[src/rtl/core/abde_pkg.sv]
// Shared constants, request codes and types of the adjacency bit-matrix degree engine.
`default_nettype none

package abde_pkg;

    // Geometry of one adjacency word and of the vertex mask.
    localparam int WORD_BITS        = 64;
    localparam int MASK_WORDS       = 4;
    localparam int MAX_VERTICES_DEF = 256;

    // Field widths.
    localparam int REQ_W   = 3;
    localparam int VTX_W   = 8;
    localparam int MIDX_W  = 2;
    localparam int DEG_W   = 9;
    localparam int EDGE_W  = 15;
    localparam int BLK_W   = 3;
    localparam int CNT_W   = 7;

    // Request codes carried in s_tuser.
    localparam logic [REQ_W-1:0] REQ_ADD      = 3'd0;
    localparam logic [REQ_W-1:0] REQ_REMOVE   = 3'd1;
    localparam logic [REQ_W-1:0] REQ_MASK     = 3'd2;
    localparam logic [REQ_W-1:0] REQ_DEG_CAP  = 3'd3;
    localparam logic [REQ_W-1:0] REQ_DEG_MUP  = 3'd4;
    localparam logic [REQ_W-1:0] REQ_DEG_UP   = 3'd5;

    // Control of the shared popcount accumulator.
    typedef struct packed {
        logic clr;
        logic add;
    } acc_ctl_t;

endpackage

`default_nettype wire

[src/rtl/core/abde_popacc.sv]
// Shared popcount and accumulate unit: adds the set bits of one kept word per beat.
`default_nettype none

module abde_popacc
    import abde_pkg::*;
(
    input  wire logic                 aclk,
    input  wire logic                 aresetn,
    input  wire acc_ctl_t             ctl,
    input  wire logic [WORD_BITS-1:0] word,
    input  wire logic [WORD_BITS-1:0] keep,
    output logic      [DEG_W-1:0]     sum
);

    // Byte-wise bit count, then a sum of the eight byte counts.
    function automatic logic [CNT_W-1:0] popcnt64(input logic [WORD_BITS-1:0] x);
        logic [3:0]       b [8];
        logic [CNT_W-1:0] s;
        s = '0;
        for (int k = 0; k < 8; k++) begin
            b[k] = '0;
            for (int j = 0; j < 8; j++) begin
                b[k] = b[k] + 4'(x[8*k+j]);
            end
        end
        for (int k = 0; k < 8; k++) begin
            s = s + CNT_W'(b[k]);
        end
        return s;
    endfunction

    logic [DEG_W-1:0] sum_reg;
    logic [DEG_W-1:0] sum_next;

    // Accumulator update.
    always_comb begin
        sum_next = sum_reg;
        if (ctl.clr) begin
            sum_next = '0;
        end else if (ctl.add) begin
            sum_next = sum_reg + DEG_W'(popcnt64(word & keep));
        end
    end

    always_ff @(posedge aclk) begin
        if (!aresetn) begin
            sum_reg <= '0;
        end else begin
            sum_reg <= sum_next;
        end
    end

    assign sum = sum_reg;

endmodule

`default_nettype wire

[config.mk]
export PLATFORM = sky130hd
export DESIGN_NAME = abde_popacc
export DESIGN_NICKNAME = d
export VERILOG_FILES = /design/src/rtl/core/abde_pkg.sv /design/src/rtl/core/abde_popacc.sv
export SDC_FILE = /design/constraint.sdc
export NUM_CORES = 1
export LEC_CHECK = 0
export BUFFER_PORTS_ARGS = -buffer_cell sky130_fd_sc_hd__buf_2
export CAP_MARGIN = 20
export CORE_MARGIN = 1
export CORE_UTILIZATION = 46
export DETAILED_ROUTE_END_ITERATION = 16
export HOLD_SLACK_MARGIN = 0.08
export PLACE_DENSITY = 0.82
export SYNTH_ARGS = -nofsm -noshare
export SYNTH_HDL_FRONTEND = slang
export SYNTH_SLANG_ARGS = --single-unit
export TNS_END_PERCENT = 10
[constraint.sdc]
create_clock -name aclk -period 7.2 [get_ports aclk]
set_input_delay 0 -clock aclk [delete_from_list [all_inputs] [get_ports aclk]]
set_output_delay 0 -clock aclk [all_outputs]
set_load 0.02 [all_outputs]
; ---- After elaboration in Yosys (flattened, before gate mapping)
; Cells that the tools add are included.
; Widths: inputs -> output; s select.
[word_totals]
word_cells = 68
input_bits = 132
reg_bits = 9
out_inout_bits = 9
[op_classes]
reduce_logical = 1
bitwise_logic = 2
n_addsub = 64
[ops]
columns = op, count
row1 = $add 4x1->4, 32
row2 = $and 64x64->64, 1
row3 = $add 3x1->4, 8
row4 = $add 7x4->7, 4
row5 = $add 2x1->3, 8
row6 = $add 1x1->2, 8
row7 = $add 9x7->9, 1
row8 = $add 6x4->7, 1
row9 = $add 5x4->6, 1
row10 = $add 4x4->5, 1
row11 = $reduce_or 2->1, 1
row12 = $not 1->1, 1

; ---- Depth between registers and ports, before layout
[logic_depth]
ltp_word = 16
depth_mapped = 22
ltp_nobuf = 22

; ---- Least setup slack after synthesis
; Ideal clock, no wire load.
[synth_path]
kind = flip-flop to flip-flop
from = register sum_reg[0], in the netlist sum[0]
to = register sum_reg[8], in the netlist sum[8]
n_path_buf = 0
path_stages_with_launch = 18
arrival_ns = 6.325
setup_ns = 0.130
synth_period_minus_slack_ns = 6.454
setup_slack_ns = 0.746
required_ns = 7.070
path_cell_list = dfxtp_1 -> fa_1 -> inv_1 -> fa_1 -> fa_1 -> fa_1 -> fa_1 -> fa_1 -> fa_1 -> inv_1 -> fa_1 -> fa_1 -> fa_1 -> a211oi_2 -> o21ai_1 -> and3_4 -> o311ai_4 -> o41ai_2
[synth_via]
elab_chain_len = 1
[synth_lines]
columns = item, line
row1 = "start, declared", abde_popacc.sv:32  ; logic [DEG_W-1:0] sum_reg;
row2 = "start signal, assigned", abde_popacc.sv:49  ; sum_reg <= sum_next;
row3 = $add 9x7->9, abde_popacc.sv:41  ; sum_next = sum_reg + DEG_W'(popcnt64(word & keep));
; No other way between the ends.
; A chain may end at the register's enable or synchronous reset.

; ---- Worst setup path after layout
; Ends and elaborated chain as after synthesis.

==> summary.md <==
| Metric | Value |
|---|---|
| # rows | 26 |
| Register area | between 150 and 200 um^2 |
| Largest net degree at the start of global routing | 13 |
| Via/cell ratio | 4.60 |
| Leading cell type in the layout, fill and taps excluded | buf_2 |
| Status | finished clean |
| DIE WIDTH | 76.9 um |
| Fin. Hold Viols | 0 |
| Layout overhead on the synthesized area | 32.1% |
| Period utilization | about nine tenths |
| First-pass GRT wire length | 8.40 mm |
| Drt pass-1 iters | 4 |
| Core footprint | between 5000 and 6000 um^2 |
| Routed via count | about 2.3k |
| PortBufs | 140 |
| Reg2reg end | sum[8] |
| Cells after synthesis | around 280 |
| Placed wire-length estimate | a little under 5 mm |
| Inserted Diodes | 0 |
| Post-route minimum period | roughly 6.6 ns |
| Clock root cell | clkbuf_8 |
| Final nets | ~640 |
| Post-route antenna net violation count | 0 |
| RSZ-0062 raised after global routing | no |
| Initial Utilization | roughly half |
| Post-Layout Cell Count | between 400 and 500 |
| Syn_area_per_cell | 9.29 um^2 |
| Max reg flops | 9 |
| Req. time, crit path | roughly 7.3 ns |
| Register-to-Register Path Depth | 17 |
| GR Util All Layers | around 17% |
| Final setup fails | 0 |
| Starting DRT DRC Count | 64 |
| Initial antenna violation count | 0 |
| Crit path to | sum[8] |
| Synth unique cells | 36 |
| Syn nets | roughly 490 |
| GPL Wtd Cong | 0.826 |
| Clk_skew | approximately 0.0028 ns |
| Gr ovfl total | 0 |
| Residual DRC | 0 |
| Max_cap viols | 0 |
| Worst min path class | primary input to flop |
| Vias in the first global route | between 2k and 2.5k |
| Most frequent cells in the layout | buf_2, inv_1, fa_1 |
| Fillcell total | around 460 |
| Setup crit start kind | flop |
| CTS tree | built |
| Slew at the pin closest to its max-slew limit | ~0.56 ns |
| Worst r2r src | sum[0] |
| Slew Viols, Final | 0 |
| Clock buffer depth | 2 |
| Die ar. | around 5900 um^2 |
| Clock transition at path regs | approximately 0.050 ns |
| Ys Warns | 0 |
| Post-cts resize count | 0 |
| Crit path from | sum[0] |
| Total negative setup slack | 0 ns |
| CP endpoint kind | flop |
| Worst Path Max Fanout | 3 |
| WL final | between 5 and 6 mm |
| Fmax | between 150 and 200 MHz |
| Flop2flop setup slack | just over 0.6 ns |
| Later-pin clock latency in the skew report | ~0.24 ns |
| Layout cell share with drive strength beyond 1 | between 30% and 40% |
| Sequential element share of the synthesized area | around 7% |
| CTS sink cnt | 9 |
| FF+latch count, synth | 9 |
| Io pins | between 100 and 150 |
| Drt wl/cell | between 10 and 15 um |
| Pre-CTS setup slack | ~0.48 ns |
| Final worst setup slack | between 0.6 and 0.7 ns |
| WHS | ~0.16 ns |
| Worst path arrival time | between 6 and 7 ns |
| Headroom to the max-slew limit | between 60% and 70% |
| CP Class | flop to flop |
| H-tree levels | 1 |
| Multi-input gate area | approximately 2100 um^2 |
| Die H | ~77 um |
| Synthesized area | approximately 2600 um^2 |
| Total CTS buffers | 3 |
| Placed insts | between 400 and 500 |
==> worst max-delay path, cell delays in order (launching register included) <==
cell,delay [ns]
dfxtp_1,0.33
fa_1,0.53
inv_1,0.05
fa_1,0.49
fa_1,0.46
fa_1,0.54
fa_1,0.52
fa_1,0.52
fa_1,0.55
inv_1,0.05
fa_1,0.51
fa_1,0.47
fa_1,0.44
a211oi_2,0.30
o21ai_1,0.13
and3_4,0.21
o311ai_4,0.26
o41ai_2,0.11
==> cell families after synthesis <==
logic type / count (synthesis) / synth area share (%)
buffers and inverters: 68 / 10.0
xor gates and xnor gates: 1 / 0.339
muxes: 3 / 1.16
DFF: 9 / 6.98
AOI/OAI and AO/OA: 26 / 8.38
adders and majority gates: 82 / 56.0
and+or+nand+nor: 89 / 17.1
==> synthesized netlist by cell type <==
| cell | count | area share [%] |
|---|---|---|
| a32o_1 | 1 | 0.39 |
| o21bai_1 | 1 | 0.29 |
| a21o_2 | 1 | 0.34 |
| and3_1 | 1 | 0.24 |
| inv_1 | 65 | 9.4 |
| a311o_1 | 1 | 0.39 |
| nand2_1 | 39 | 5.7 |
| and3_4 | 1 | 0.44 |
| ha_1 | 26 | 13 |
| nor2b_1 | 1 | 0.24 |
| o31a_1 | 1 | 0.34 |
| mux2i_1 | 3 | 1.2 |
| dfxtp_1 | 9 | 7.0 |
| o21a_1 | 3 | 0.87 |
| o311ai_4 | 1 | 1.0 |
| xnor2_1 | 1 | 0.34 |
| fa_1 | 56 | 43 |
| nand2b_1 | 2 | 0.48 |
| buf_2 | 3 | 0.58 |
| nor2_1 | 8 | 1.2 |
| a22o_1 | 1 | 0.34 |
| o22ai_1 | 1 | 0.24 |
| nand3_1 | 1 | 0.19 |
| nor4_1 | 2 | 0.48 |
| and4_1 | 1 | 0.34 |
| and2_1 | 28 | 6.8 |
| a211oi_1 | 3 | 0.87 |
| nor3_1 | 4 | 0.78 |
| a21oi_1 | 4 | 0.78 |
| a211oi_2 | 1 | 0.48 |
| a211o_1 | 1 | 0.34 |
| o41ai_2 | 1 | 0.63 |
| a21o_1 | 1 | 0.29 |
| o21ai_0 | 2 | 0.39 |
| o21ai_1 | 2 | 0.39 |
| or4_1 | 1 | 0.29 |
==> metrics by stage <==
step / utilization [%] / cell area [um^2]
2_1_floorplan: - / 2580
3_3_place_gp: 63.7 / 3360
3_5_place_dp: 63.7 / 3360
4_1_cts: 64.7 / 3410
5_1_grt: 64.7 / 3410
6_report: 64.7 / 3410
==> final cells by class <==
cell class	instances	share of cell area (%)
Multi-Input combinational cell	201	62.8
Timing Repair Buffer	141	20.8
Inverter	65	7.15
Sequential cell	9	5.28
Tap cell	70	2.57
Clock buffer	3	1.21
Clock inverter	1	0.147
==> metal layers <==
| layer | track usage (%) | vias to the layer above | wire (um) |
|---|---|---|---|
| li1 | - | 1142 | - |
| met1 | 20.5 | 1024 | 2110 |
| met2 | 34.2 | 83 | 2630 |
| met3 | 2.14 | 7 | 250 |
| met4 | 1.54 | 0 | 30 |
| met5 | 0 | - | 0 |
==> worst min-delay path by stage <==
stage          startpoint      to  slack (ns)  cells after the start
3_3_place_gp       ctl[0]  sum[2]        0.32                      2
2_1_floorplan      ctl[1]  sum[8]        0.26                      3
4_1_cts            ctl[1]  sum[8]        0.17                      4
3_5_place_dp       ctl[0]  sum[2]        0.32                      2
6_report           ctl[1]  sum[8]        0.16                      4
5_1_grt            ctl[1]  sum[8]        0.21                      4
==> what timing repair did <==
action | in CTS | in global routing
buffers inserted | 0 | 0
endpoints found under the hold margin | 1 | 0
hold buffers | 1 | 0
setup endpoints to repair | 0 | 0
Power is not shown: default switching activity piles up to over one toggle a cycle in this logic, so the estimate is an artifact.
